$ cat src/hw/rtl/scci_pkg.sv
// ----------------------------------------------------------------------------
// scci_pkg: shared types and constants of the swept circle contact engine
// Widths of every internal quantity follow from the coordinate width and the
// number of fraction bits; word types for both channels and the cell rows.
// ----------------------------------------------------------------------------
package scci_pkg;

	// Fraction bits of the time results.
	localparam int FRAC_BITS = 16;

	localparam int CRD_W = 32;
	localparam int RAD_W = 31;
	localparam int T_W = 32;

	localparam int DIF_W = CRD_W + 1;
	localparam int VEL_W = CRD_W + 2;
	localparam int RS_W = RAD_W + 1;
	localparam int A_W = 2 * VEL_W;
	localparam int HALF_W = A_W / 2;
	localparam int D_W = 2 * A_W + 1;
	localparam int RDX_W = 2 * A_W - 2;
	localparam int ROOT_W = RDX_W / 2 + FRAC_BITS;
	localparam int RADC_W = 2 * ROOT_W;
	localparam int RREM_W = ROOT_W + 2;
	localparam int NB_W = A_W + FRAC_BITS + 1;
	localparam int NUM_W = NB_W + 1;
	localparam int DIV_W = A_W + T_W;
	localparam int CMP_W = (NUM_W > DIV_W) ? NUM_W : DIV_W;

	localparam logic signed [T_W-1:0] T_MAX = {1'b0, {(T_W-1){1'b1}}};
	localparam logic signed [T_W-1:0] T_MIN = {1'b1, {(T_W-1){1'b0}}};

	typedef enum logic [1:0] {
		ST_HIT   = 2'd0,
		ST_MISS  = 2'd1,
		ST_STILL = 2'd2
	} status_t;

	typedef logic signed [DIF_W-1:0] dif_t;
	typedef logic signed [VEL_W-1:0] vel_t;
	typedef logic [RS_W-1:0] rs_t;
	typedef logic signed [A_W-1:0] prd_t;
	typedef logic [A_W-1:0] mag_t;
	typedef logic [2*HALF_W-1:0] pp_t;
	typedef logic [2*A_W-1:0] wide_t;
	typedef logic signed [D_W-1:0] dval_t;
	typedef logic signed [NB_W-1:0] nb_t;
	typedef logic signed [NUM_W-1:0] num_t;
	typedef logic [CMP_W-1:0] cmp_t;
	typedef logic [DIV_W-1:0] dvw_t;
	typedef logic signed [T_W-1:0] tval_t;

	typedef struct packed {
		logic signed [CRD_W-1:0] a_start_x;
		logic signed [CRD_W-1:0] a_start_y;
		logic signed [CRD_W-1:0] a_end_x;
		logic signed [CRD_W-1:0] a_end_y;
		logic signed [CRD_W-1:0] b_start_x;
		logic signed [CRD_W-1:0] b_start_y;
		logic signed [CRD_W-1:0] b_end_x;
		logic signed [CRD_W-1:0] b_end_y;
		logic [RAD_W-1:0]        a_radius;
		logic [RAD_W-1:0]        b_radius;
	} pair_t;

	typedef struct packed {
		status_t                 status;
		logic signed [T_W-1:0]   entry_time;
		logic signed [T_W-1:0]   exit_time;
	} contact_t;

	// One stage of the square root row.
	typedef struct packed {
		logic              valid;
		status_t           status;
		logic [A_W-1:0]    a;
		nb_t               nb;
		logic [RADC_W-1:0] rad;
		logic [RREM_W-1:0] rem;
		logic [ROOT_W-1:0] root;
	} sq_st_t;

	// One quotient lane of the divider row.
	typedef struct packed {
		dvw_t           rem;
		logic [T_W-1:0] q;
		logic           neg;
		logic           ovf;
	} div_lane_t;

	typedef struct packed {
		logic      valid;
		status_t   status;
		dvw_t      den;
		div_lane_t ent;
		div_lane_t ext;
	} div_st_t;

endpackage

$ cat src/hw/rtl/scci_sqrt_cell.sv
// ----------------------------------------------------------------------------
// scci_sqrt_cell: one digit of the integer square root
// Takes two radicand bits, settles one root bit and hands the word on.
// ----------------------------------------------------------------------------
module scci_sqrt_cell (
	input  logic             clk,
	input  logic             arst_n,
	input  logic             adv,
	input  scci_pkg::sq_st_t d,
	output scci_pkg::sq_st_t q
);

	logic [scci_pkg::RREM_W-1:0] rem2, trial;
	logic                        ge;
	scci_pkg::sq_st_t            nxt;
	scci_pkg::sq_st_t            dat_q;
	logic                        vld_q;

	assign rem2  = {d.rem[scci_pkg::RREM_W-3:0], d.rad[scci_pkg::RADC_W-1 -: 2]};
	assign trial = {d.root, 2'b01};
	assign ge    = (rem2 >= trial);

	always_comb begin
		nxt      = d;
		nxt.rad  = d.rad << 2;
		nxt.rem  = ge ? (rem2 - trial) : rem2;
		nxt.root = {d.root[scci_pkg::ROOT_W-2:0], ge};
	end

	always_ff @(posedge clk or negedge arst_n) begin
		if (!arst_n) begin
			vld_q <= 1'b0;
		end else if (adv) begin
			vld_q <= d.valid;
		end
	end

	always_ff @(posedge clk) begin
		if (adv) begin
			dat_q <= nxt;
		end
	end

	always_comb begin
		q       = dat_q;
		q.valid = vld_q;
	end

endmodule

$ cat config.mk
export PLATFORM = sky130hd
export DESIGN_NAME = scci_sqrt_cell
export DESIGN_NICKNAME = d
export VERILOG_FILES = /design/src/hw/rtl/scci_pkg.sv /design/src/hw/rtl/scci_sqrt_cell.sv
export SDC_FILE = /design/constraint.sdc
export NUM_CORES = 1
export LEC_CHECK = 0
export ABC_AREA = 1
export BUFFER_PORTS_ARGS = -buffer_cell sky130_fd_sc_hd__buf_2
export CORE_AREA = 2 2 383 385
export DETAILED_ROUTE_END_ITERATION = 10
export DIE_AREA = 0 0 385 387
export SETUP_SLACK_MARGIN = 0.3
export SLEW_MARGIN = 10
export SYNTH_ARGS = -nofsm -noshare
export SYNTH_HDL_FRONTEND = slang
export SYNTH_SLANG_ARGS = --single-unit
$ cat constraint.sdc
create_clock -name clk -period 0.8 [get_ports clk]
set_input_delay 0.04 -clock clk [delete_from_list [all_inputs] [get_ports clk]]
set_output_delay 0.04 -clock clk [all_outputs]
set_load 0.03 [all_outputs]
=== Word level (Yosys, flattened, before mapping) ===
Cells that the tools add are included.

* Bits in registers: 488
* Output and inout bits: 490
* Logic and storage cells: 10

* Add/sub/neg operators: 1
* Order comparisons: 1
* Muxes and demuxes: 1

{| class="wikitable"
|+ Operators by type and width
! operator !! number
|-
| 85-bit greater-or-equal comparator || 1
|-
| 85-bit 2-to-1 mux || 1
|-
| 85-bit subtractor || 1
|}

=== Logic depth before layout (Yosys ltp) ===
* Depth in word-level cells: 2
* Mapped depth: 19
* Gate-level depth less buffers: 17

=== Worst setup path before layout ===
OpenSTA, ideal clock, no wires.

* Kind: input -> register
* From: input port d[45] (netlist bit)
* To: register dat_q (netlist bit q[102]), data pin
* Arrival: 1.700 ns
* Data required time: 0.548 ns
* Setup slack: -1.152 ns
* Stages: 15
* Path buffers: 2
* Path through: inv_1 -> ha_1 -> nand2_1 -> inv_2 -> nand2_1 -> nand2_1 -> a21oi_1 -> a21boi_1 -> nand3_1 -> nand2_1 -> nand2_4 -> buf_4 -> buf_4 -> nand2_1 -> nand2_1

{| class="wikitable"
|+ RTL lines
! element !! line !! source
|-
| from (decl) || scci_sqrt_cell.sv:9 || <nowiki>input scci_pkg::sq_st_t d,</nowiki>
|-
| to (signal assigned) || scci_sqrt_cell.sv:40 || <nowiki>dat_q <= nxt;</nowiki>
|-
| to (decl) || scci_sqrt_cell.sv:16 || <nowiki>scci_pkg::sq_st_t dat_q;</nowiki>
|}

==> out/results.ini <==
[final_layout]
fin_area_mm2 = 0.0481
final_common_cell = nand2_1
drive_gt1_share_pct = 43.6
area_growth_syn_to_layout_pct = 97.7
fillers = 14800
nNetsFinal = 5225
final-seq-area_mm2 = 0.0146
final_cells = 6637
multiInputGateArea_mm2 = 0.00978
final_cell_mix = 857 x nand2_1, 487 x edfxtp_1, 485 x buf_4

[floorplanning]
dieHeight_um = 387
die_area_mm2 = 0.149
io_pins = 983
fp.coreArea_mm2 = 0.145
num_rows = 140
fp.dieW_um = 385
start_util_pct = 16.8

[synth]
muxShareOfSynthArea_pct = 0.0463
synthSimpleGateAreaFrac_pct = 22.2
synthArstFlopShare_pct = 0.205
ys_ff_latch = 488
synth_warnings = 0
syn_inst = 2642
ys_types = 31
syn_area_mm2 = 0.0243
yosys.area_share.adder_pct = 4.37
synth_top_family_by_area = simple AND/OR/NAND/NOR gates
avgSynthCellArea_um2 = 9.21
synth_compound_area_share_pct = 2.59
seq_area_frac_synth_pct = 60.2
synth_xor_area_share_pct = 1.69
synth_edf_count = 487
synth_flop_cell = edfxtp_1

[power_and_ir_drop]
leakagePower_nw = 22.3
p_switching_w = 0.0303
p_int_w = 0.0591
power.share.sequential_pct = 36.6
switching_share_pct = 33.9
peakVddDrop_mv = 1.77
combPwrFrac_pct = 32.5
total_power_w = 0.0894
p_per_area_mw_per_mm2 = 1860
clockPowerShare_pct = 30.9

[placement]
pre_cts_slack_ps = -1880
io_buffers = 978
dpl_cell_area_mm2 = 0.0367
gp_congestion = 0.994
placed_cells = 5991
place_hpwl_mm = 141

[cts]
clkTransAtPathRegs_ps = 60
h-tree-depth = 2
cts_buffer_depth = 3
cts.root.buffer_cell = clkbuf_16
insertion_delay_ps = 690
cts_tree = yes
cts_sinks = 488
cts_buffers = 59

[drt]
final_antenna_net_count = 0
drt_pass1_iterations = 5
vias = 26500
drcViolationCount = 0
drt-initial-drc-count = 1524
wire_per_inst_um = 25.6
routed_wl_mm = 170
via_per_inst = 3.99

[critical_path]
crit_path_max_fanout = 8
worstPathRequired_ps = 1230
critPathCaptureType = flop
cp-start-kind = input port
worstRegToRegCells = 1
worstSetupPathType = input port to flop
arrival_ps = 2100

[sta]
rsz0062_at_grt = true
clock_skew_ps = 0
min_period_over_period_pct = 208
setup_violations = 574
hold-worst-slack_ps = -333
max_freq_mhz = 601
final_max_slew_viol_count = 0
setup_tns_ps = -315410
hold_viol = 76
setup_slack_ps = -864
finalCriticalPeriod_ps = 1660

[grt]
grt.busiest_layer = met2
grt_max_degree = 47
globalRouteOverflowTotal = 0
grt_pass1_wl_mm = 218
grtUsageMet2_pct = 37.2
grt_use_met1_pct = 23.9
grt_usage_pct = 21.5
antenna_found_initial = 94
use_met3_pct = 8.02
grt_pass1_vias = 26700

[run_status]
violations = hold timing, setup timing
run_status = finished with violations

[hold_path]
hold_class = input port to flop
holdPathStages = 3

[flow_run]
cap_violations = 0

## final timing paths
path,from,endpoint,slack [ps]
worst max-delay path,d[51],q[83],-860
worst min-delay path,d[103],q[105],-330
worst max register to register,vld_q,vld_q,30
worst min register to register,vld_q,vld_q,560
max in group asynchronous,arst_n,vld_q,330
min in group asynchronous,arst_n,vld_q,310
## metal layers
metal / wire length [um] / part of all wire, %
met5: 240 / 0.14
met4: 7270 / 4.3
met3: 17000 / 10
met2: 82000 / 48
met1: 63500 / 37
## registers in the layout (all words and copies together), names as in the netlist
signal and cells:
q 487, vld_q 1
## through the flow
stage | hold WS [ps] | util, %
detailed placement | -129 | 25.3
global placement | -122 | 25.3
floorplan | -256 | -
CTS | -507 | 30.7
global route | -338 | 33.2
finish | -333 | 33.2
## critical path: stages
cell and delay [ps]:
buf_8 80, clkinvlp_4 160, ha_4 360, nand2_4 70, nor2_4 130, inv_2 60
nor2_4 130, nand2_4 90, nor2_4 120, nand3_2 110, nor2_4 150, nor2_4 60
nand2_8 110, buf_12 200, buf_12 140, xor2_1 60
## power by group through the flow
stage                     clock [W]  sequential, W  combinational, W
after floorplan                   0         0.0368           0.00620
after global placement            0         0.0327            0.0227
after detailed placement          0         0.0326            0.0228
after CTS                    0.0283         0.0322            0.0262
after global routing         0.0290         0.0328            0.0307
final                        0.0276         0.0327            0.0291
## Yosys cell counts (4+ instances only)
| cell | number | area [um^2] |
|---|---|---|
| nand2_1 | 989 | 3710 |
| inv_1 | 512 | 1920 |
| edfxtp_1 | 487 | 14600 |
| nor2_1 | 187 | 702 |
| nand3_1 | 105 | 526 |
| ha_1 | 85 | 1060 |
| a21oi_1 | 78 | 390 |
| xor2_1 | 47 | 412 |
| inv_2 | 18 | 67.6 |
| o21ai_0 | 18 | 90.1 |
| nor3_1 | 17 | 85.1 |
| o21bai_1 | 15 | 113 |
| nor2_2 | 14 | 87.6 |
| nand4_1 | 11 | 68.8 |
| nand3b_1 | 9 | 67.6 |
| buf_6 | 8 | 90.1 |
| buf_4 | 7 | 52.6 |
| and2_1 | 6 | 37.5 |
| buf_2 | 6 | 30.0 |
| nand2_2 | 4 | 25.0 |
## cells by family (layout without fill, tap and decap cells)
logic type / after synthesis / after routing
muxes: 1 / 1
DFF: 488 / 488
and+or+nand+nor: 1352 / 1352
buffers and inverters: 551 / 2602
adders and majority gates: 85 / 85
AOI/OAI and AO/OA: 117 / 117
other: 1 / 28
xor gates and xnor gates: 47 / 47
## timing repair
| action | CTS | global route |
|---|---|---|
| pin swaps | 58 | 31 |
| resized for setup | 345 | 1445 |
| endpoints found under the setup margin | 575 | 580 |
| hold buffers | 446 | 26 |
| endpoints found under the hold margin | 662 | 101 |
| setup buffers | 27 | 6 |
| gates cloned | 7 | 1 |
## final cells by class
type | instances | area share [%]
Tap cell | 1917 | 4.99
Multi-Input combinational cell | 1604 | 20.3
Clock buffer | 69 | 3.15
Antenna cell | 26 | 0.135
Clock inverter | 39 | 0.825
Timing Repair Buffer | 1964 | 35.9
Inverter | 530 | 4.22
Sequential cell | 488 | 30.5
(Power assumes the default switching activity.)
