File: src/hw/rtl/scci_pkg.sv
// ----------------------------------------------------------------------------
// scci_pkg: shared types and constants of the swept circle contact engine
// Widths of every internal quantity follow from the coordinate width and the
// number of fraction bits; word types for both channels and the cell rows.
// ----------------------------------------------------------------------------
package scci_pkg;

	// Fraction bits of the time results.
	localparam int FRAC_BITS = 16;

	localparam int CRD_W = 32;
	localparam int RAD_W = 31;
	localparam int T_W = 32;

	localparam int DIF_W = CRD_W + 1;
	localparam int VEL_W = CRD_W + 2;
	localparam int RS_W = RAD_W + 1;
	localparam int A_W = 2 * VEL_W;
	localparam int HALF_W = A_W / 2;
	localparam int D_W = 2 * A_W + 1;
	localparam int RDX_W = 2 * A_W - 2;
	localparam int ROOT_W = RDX_W / 2 + FRAC_BITS;
	localparam int RADC_W = 2 * ROOT_W;
	localparam int RREM_W = ROOT_W + 2;
	localparam int NB_W = A_W + FRAC_BITS + 1;
	localparam int NUM_W = NB_W + 1;
	localparam int DIV_W = A_W + T_W;
	localparam int CMP_W = (NUM_W > DIV_W) ? NUM_W : DIV_W;

	localparam logic signed [T_W-1:0] T_MAX = {1'b0, {(T_W-1){1'b1}}};
	localparam logic signed [T_W-1:0] T_MIN = {1'b1, {(T_W-1){1'b0}}};

	typedef enum logic [1:0] {
		ST_HIT   = 2'd0,
		ST_MISS  = 2'd1,
		ST_STILL = 2'd2
	} status_t;

	typedef logic signed [DIF_W-1:0] dif_t;
	typedef logic signed [VEL_W-1:0] vel_t;
	typedef logic [RS_W-1:0] rs_t;
	typedef logic signed [A_W-1:0] prd_t;
	typedef logic [A_W-1:0] mag_t;
	typedef logic [2*HALF_W-1:0] pp_t;
	typedef logic [2*A_W-1:0] wide_t;
	typedef logic signed [D_W-1:0] dval_t;
	typedef logic signed [NB_W-1:0] nb_t;
	typedef logic signed [NUM_W-1:0] num_t;
	typedef logic [CMP_W-1:0] cmp_t;
	typedef logic [DIV_W-1:0] dvw_t;
	typedef logic signed [T_W-1:0] tval_t;

	typedef struct packed {
		logic signed [CRD_W-1:0] a_start_x;
		logic signed [CRD_W-1:0] a_start_y;
		logic signed [CRD_W-1:0] a_end_x;
		logic signed [CRD_W-1:0] a_end_y;
		logic signed [CRD_W-1:0] b_start_x;
		logic signed [CRD_W-1:0] b_start_y;
		logic signed [CRD_W-1:0] b_end_x;
		logic signed [CRD_W-1:0] b_end_y;
		logic [RAD_W-1:0]        a_radius;
		logic [RAD_W-1:0]        b_radius;
	} pair_t;

	typedef struct packed {
		status_t                 status;
		logic signed [T_W-1:0]   entry_time;
		logic signed [T_W-1:0]   exit_time;
	} contact_t;

	// One stage of the square root row.
	typedef struct packed {
		logic              valid;
		status_t           status;
		logic [A_W-1:0]    a;
		nb_t               nb;
		logic [RADC_W-1:0] rad;
		logic [RREM_W-1:0] rem;
		logic [ROOT_W-1:0] root;
	} sq_st_t;

	// One quotient lane of the divider row.
	typedef struct packed {
		dvw_t           rem;
		logic [T_W-1:0] q;
		logic           neg;
		logic           ovf;
	} div_lane_t;

	typedef struct packed {
		logic      valid;
		status_t   status;
		dvw_t      den;
		div_lane_t ent;
		div_lane_t ext;
	} div_st_t;

endpackage

File: src/hw/rtl/scci_div_cell.sv
// ----------------------------------------------------------------------------
// scci_div_cell: one quotient bit of both time divisions
// Compares each lane's remainder with the shifted divisor and subtracts.
// ----------------------------------------------------------------------------
module scci_div_cell (
	input  logic              clk,
	input  logic              arst_n,
	input  logic              adv,
	input  scci_pkg::div_st_t d,
	output scci_pkg::div_st_t q
);

	scci_pkg::div_st_t nxt;
	scci_pkg::div_st_t dat_q;
	logic              vld_q;

	function automatic scci_pkg::div_lane_t lane_step(input scci_pkg::div_lane_t l,
		input scci_pkg::dvw_t den);
		scci_pkg::div_lane_t r;
		logic                ge;
		ge    = (l.rem >= den);
		r     = l;
		r.rem = ge ? (l.rem - den) : l.rem;
		r.q   = {l.q[scci_pkg::T_W-2:0], ge};
		return r;
	endfunction

	always_comb begin
		nxt     = d;
		nxt.ent = lane_step(d.ent, d.den);
		nxt.ext = lane_step(d.ext, d.den);
		nxt.den = d.den >> 1;
	end

	always_ff @(posedge clk or negedge arst_n) begin
		if (!arst_n) begin
			vld_q <= 1'b0;
		end else if (adv) begin
			vld_q <= d.valid;
		end
	end

	always_ff @(posedge clk) begin
		if (adv) begin
			dat_q <= nxt;
		end
	end

	always_comb begin
		q       = dat_q;
		q.valid = vld_q;
	end

endmodule

File: config.mk
export PLATFORM = sky130hd
export DESIGN_NAME = scci_div_cell
export DESIGN_NICKNAME = d
export VERILOG_FILES = /design/src/hw/rtl/scci_pkg.sv /design/src/hw/rtl/scci_div_cell.sv
export SDC_FILE = /design/constraint.sdc
export NUM_CORES = 1
export LEC_CHECK = 0
export BUFFER_PORTS_ARGS = -buffer_cell sky130_fd_sc_hd__buf_2
export CORE_MARGIN = 4
export CORE_UTILIZATION = 25
export CTS_CLUSTER_SIZE = 16
export DETAILED_ROUTE_END_ITERATION = 8
export PLACE_DENSITY = 0.44
export SLEW_MARGIN = 10
export SYNTH_ARGS = -nofsm -noshare
export SYNTH_HDL_FRONTEND = slang
export SYNTH_SLANG_ARGS = --single-unit
File: constraint.sdc
create_clock -name clk -period 1.05 [get_ports clk]
set_input_delay 0.105 -clock clk [delete_from_list [all_inputs] [get_ports clk]]
set_output_delay 0.105 -clock clk [all_outputs]
set_load 0.05 [all_outputs]
# Yosys cells after proc, flatten, opt, wreduce, memory -nomap -nowiden
# Index checks and enable logic that the tools add are counted.
# Widths: inputs -> output; s select.
[op_classes]
add_sub_neg = 2
order_cmp = 2
muxes = 2
[op_table]
columns = ["cell", "n"]
rows = [
  ["$ge 100x100->1", 2],
  ["$mux 100", 2],
  ["$sub 100x100->100", 2],
]
[word_totals]
reg_bits = 370
output_inout_bits = 371

# Logic depth before layout (Yosys ltp)
[logic_depth]
depth_word = 2
depth_mapped = 17
mapped_depth_nobuf = 15

# Worst setup path before layout
# OpenSTA, ideal clock, no wires.
[synth_timing]
path_kind = "input to register"
start = "input port d[34] (netlist name)"
end = "register dat_q (netlist bit q[124]), data pin"
setup_time_ps = 256
arrival_ps = 3139
required_ps = 794
setup_slack_ps = -2346
cell_stages = 14
n_path_buf = 0
cell_sequence = "inv_1 ha_1 fa_1 nor2b_1 o31ai_2 a311o_1 nand4_1 a21oi_2 o31a_1 o31a_2 o31a_2 o41ai_1 a21oi_1 a22o_1"
[synth_lines]
columns = ["element", "line", "text"]
rows = [
  ["start: declaration", "scci_div_cell.sv:9", "input scci_pkg::div_st_t d,"],
  ["end signal: assignment", "scci_div_cell.sv:45", "dat_q <= nxt;"],
  ["end: declaration", "scci_div_cell.sv:14", "scci_pkg::div_st_t dat_q;"],
]

==> summary.md <==
| Metric | Value |
|---|---|
| Outcome | `complete, but fails checks` |
| Failing checks | `hold timing, setup timing` |
| Utilization after layout | `a little under half` |
| Crit path max fanout | `7` |
| Most used cell, CP | `o31a_4` |
| Final Cycle Share | `301.5%` |
| Avg WL per Cell | `between 20 and 25 um` |
| Worst Setup SP | `d[34]` |
| Avg Vias per Cell | `~4.8` |
| Initial antenna violation count | `27` |
| Largest cells by area after synthesis | `edfxtp_1 (42%), ha_1 (9.4%), a21oi_1 (7.1%)` |
| DPL Wire Length | `about 110000 um` |
| Count of final setup violators | `about 570` |
| Clock Latency Late Sink | `a little over 0.6 ns` |
| Critical R2R Launch | `vld_q$_DFFE_PN0P_` |
| Slew @ Worst Pin | `around 0.73 ns` |
| Slew margin rel. | `slightly above 50%` |
| Most frequent cell after synthesis | `a21oi_1` |
| Slowest stage delay, CP | `between 0.4 and 0.5 ns` |
| Longest Clk Path Bufs | `3` |
| Tot Pwr | `66.87 mW` |
| CP endpoint kind | `flip-flop` |
| Synthesis-to-layout area growth | `85.51%` |
| Synthesized flop and latch total | `370` |
| GRT overflow | `0` |
| Final Skew | `0 ns` |
| Antenna Nets Post-Route | `0` |
| Die Height | `334.7 um` |
| Pwr dens | `roughly 1400 mW/mm^2` |
| Die Footprint | `between 0.1 and 0.15 mm^2` |
| Number of enable flip-flop cells after synthesis | `369` |
| Post-Syn Instances | `between 2000 and 3000` |
| Initial core utilization | `between 20% and 30%` |
| WP data arrival | `approximately 3.5 ns` |
| Critical path required time | `about 1.4 ns` |
| CTS tree | `done` |
| Die X | `334.7 um` |
| Fin. Hold Viols | `2` |
| End of the critical path | `q[132]$_DFFE_PP_` |
| First-pass GRT wire length | `roughly 210000 um` |
| Net Count, Synth | `~3500` |
| Synth cell count leaders | `a21oi_1 (377), edfxtp_1 (369), nand2_1 (330)` |
| Setup slack, reg-to-reg | `between 0.3 and 0.4 ns` |
| Depth of the most critical reg-to-reg path | `1` |
| RePlAce Congestion | `0.8916` |
| Final Cell Area | `between 0.04 and 0.05 mm^2` |
| Part of the Yosys area used for sequential elements | `a little over two fifths` |
| Top_reg_cell synth | `edfxtp_1` |
| Kind of critical path | `input pin to flip-flop` |
| CP startpoint kind | `input pin` |
| RSZ-0062 raised after global routing | `true` |
| Fin Hold WS | `-0.1621 ns` |
| Core area | `0.1056 mm^2` |
| Worst path bufs/invs | `2` |
| CTS Buf Count | `47` |
| Port bufs | `between 700 and 800` |
| Ys Warns | `0` |
| Largest net degree at the start of global routing | `34` |
| DR vias | `between 30000 and 40000` |
| Hold crit path type | `input pin to flip-flop` |
| Worst setup margin | `-2.115 ns` |
| Levels on crit path | `15` |
| Synth async-reset ratio | `0.2703%` |
| Avg Inst Size Synth | `roughly 9.0 um^2` |
| Min Clock Period, post-route | `about 3.2 ns` |
| CP cell instances | `buf_8, inv_8, ha_4, fa_2, nor2b_4, o31ai_4, a311o_1, nand4_1, a21oi_2, o31a_1, o31a_4, o31a_4, nor4_4, mux2i_1, o31ai_2` |
| Synth Cell Area | `around 0.027 mm^2` |
| Max H-tree Level | `2` |
| Post-synth top area share | `a little over 40%` |
| Worst r2r dst | `vld_q$_DFFE_PN0P_` |
| Slew Viols, Final | `0` |
| DRC errors left | `0` |
| Top Ports | `745` |
| Sink Count | `370` |
| Initial DRC count | `2049` |
| Post-DP Area | `0.04026 mm^2` |
| Fmax | `about 320 MHz` |
| All-Layer GR Usage | `around 25%` |
| Max VDD drop | `around 1200 uV` |
| Layout cells sized above 1 | `a little under half` |
| DRT Pass-1 Iters | `6` |
| Post-synthesis cell type count | `90` |
| Setup TNS | `-480.24 ns` |
| Max_cap viols | `0` |
| Site Rows | `roughly 120` |
| Clock transition at the registers of the reported paths | `0.06 ns` |
| LEAKAGE | `roughly 22 nW` |
| Hold-fix buffer count after cts | `between 300 and 400` |
| Placement Setup Slack | `-3.172 ns` |
| Vias in the first global route | `32124` |
| Final wirelength | `between 100000 and 150000 um` |
| Cell taking the most area after synthesis | `edfxtp_1` |
| CP delay by family, top | `compound AO/OA/AOI/OAI gates` |
| # nets final | `between 5000 and 6000` |
| Slowest CP cell | `o31a_4` |
| Root buffer cell | `clkbuf_16` |
[what timing repair did]
action                                 CTS  global route
pin swaps                              101            49
endpoints found under the hold margin  419             2
resized for setup                      489           107
setup endpoints to repair              572           572
gates cloned                            39             0
setup buffers                           74            10
[cell families (layout without fill, tap and decap cells)]
family / Yosys count / count (layout) / synth area share, %
AOI/OAI and AO/OA: 983 / 983 / 22.01
and+or+nand+nor: 891 / 891 / 15.27
other: 1 / 9 / 0.01406
DFF: 370 / 370 / 41.63
adders and majority gates: 202 / 202 / 9.531
buffers and inverters: 325 / 2566 / 5.296
xor gates and xnor gates: 179 / 179 / 5.877
muxes: 9 / 9 / 0.3705
[cell usage in the layout, fill, tap and decap left out, drive strengths merged, types with 10 or more instances in the layout]
| cell | count |
|---|---|
| buf | 1936 |
| a21oi | 378 |
| edfxtp | 369 |
| dlygate4sd3 | 365 |
| nand2 | 330 |
| o21ai | 280 |
| nor2 | 262 |
| ha | 200 |
| inv | 185 |
| xnor2 | 109 |
| a21o | 87 |
| nand4 | 85 |
| xor2 | 70 |
| o21bai | 60 |
| clkbuf | 55 |
| nand3 | 45 |
| nor3 | 44 |
| o21a | 28 |
| a31oi | 25 |
| nand2b | 23 |
| a211oi | 20 |
| o31ai | 19 |
| or3 | 17 |
| clkinv | 17 |
| and4 | 16 |
| nor2b | 16 |
| nor4 | 14 |
| and3 | 13 |
| o211ai | 11 |
| a21boi | 10 |
[worst min-delay path by stage]
stage	start	end	slack, ns	cells past startpoint
2_1_floorplan	arst_n	vld_q$_DFFE_PN0P_	-0.19	0
3_3_place_gp	arst_n	vld_q$_DFFE_PN0P_	-0.11	1
3_5_place_dp	arst_n	vld_q$_DFFE_PN0P_	-0.12	1
4_1_cts	d[34]	q[34]$_DFFE_PP_	-0.22	3
5_1_grt	d[34]	q[34]$_DFFE_PP_	-0.19	3
6_report	d[34]	q[34]$_DFFE_PP_	-0.16	3
[final cells by class]
type | instances | area [um^2]
Antenna cell | 8 | 20.02
Clock buffer | 55 | 1206
Clock inverter | 25 | 259.0
Fill cell | 10281 | 56080
Inverter | 183 | 738.2
Multi-Input combinational cell | 2265 | 16430
Sequential cell | 370 | 11110
Tap cell | 1391 | 1740
Timing Repair Buffer | 2302 | 17980
Timing Repair inverter | 1 | 11.26
[flip-flops by register name, summed over array words and instances, names as in the netlist]
| register | flops |
|---|---|
| vld_q | 1 |
| q | 369 |
[layer usage]
layer  up-vias  track usage [%]  wire, um
met1     15113            33.47     64770
met3       190            4.074      8883
met4        16            5.223      3524
met2      1050            42.57     68440
met5         -                0       107
li1      15288                -         -
[metrics by stage]
stage | std cells | hold WS [ns]
after global routing | 6593 | -0.1913
after CTS | 6585 | -0.2153
after global placement | 6047 | -0.1150
final | 6600 | -0.1621
after floorplan | 2960 | -0.1906
after detailed placement | 6047 | -0.1172
[where the power goes]
part / internal (mW) / switching [mW] / total (mW)
Clock: 9.18 / 7.10 / 16.3
Combinational: 13.0 / 18.6 / 31.6
Sequential: 18.4 / 0.554 / 19.0
Total: 40.6 / 26.3 / 66.9
Power figures use the tool's default switching activity.
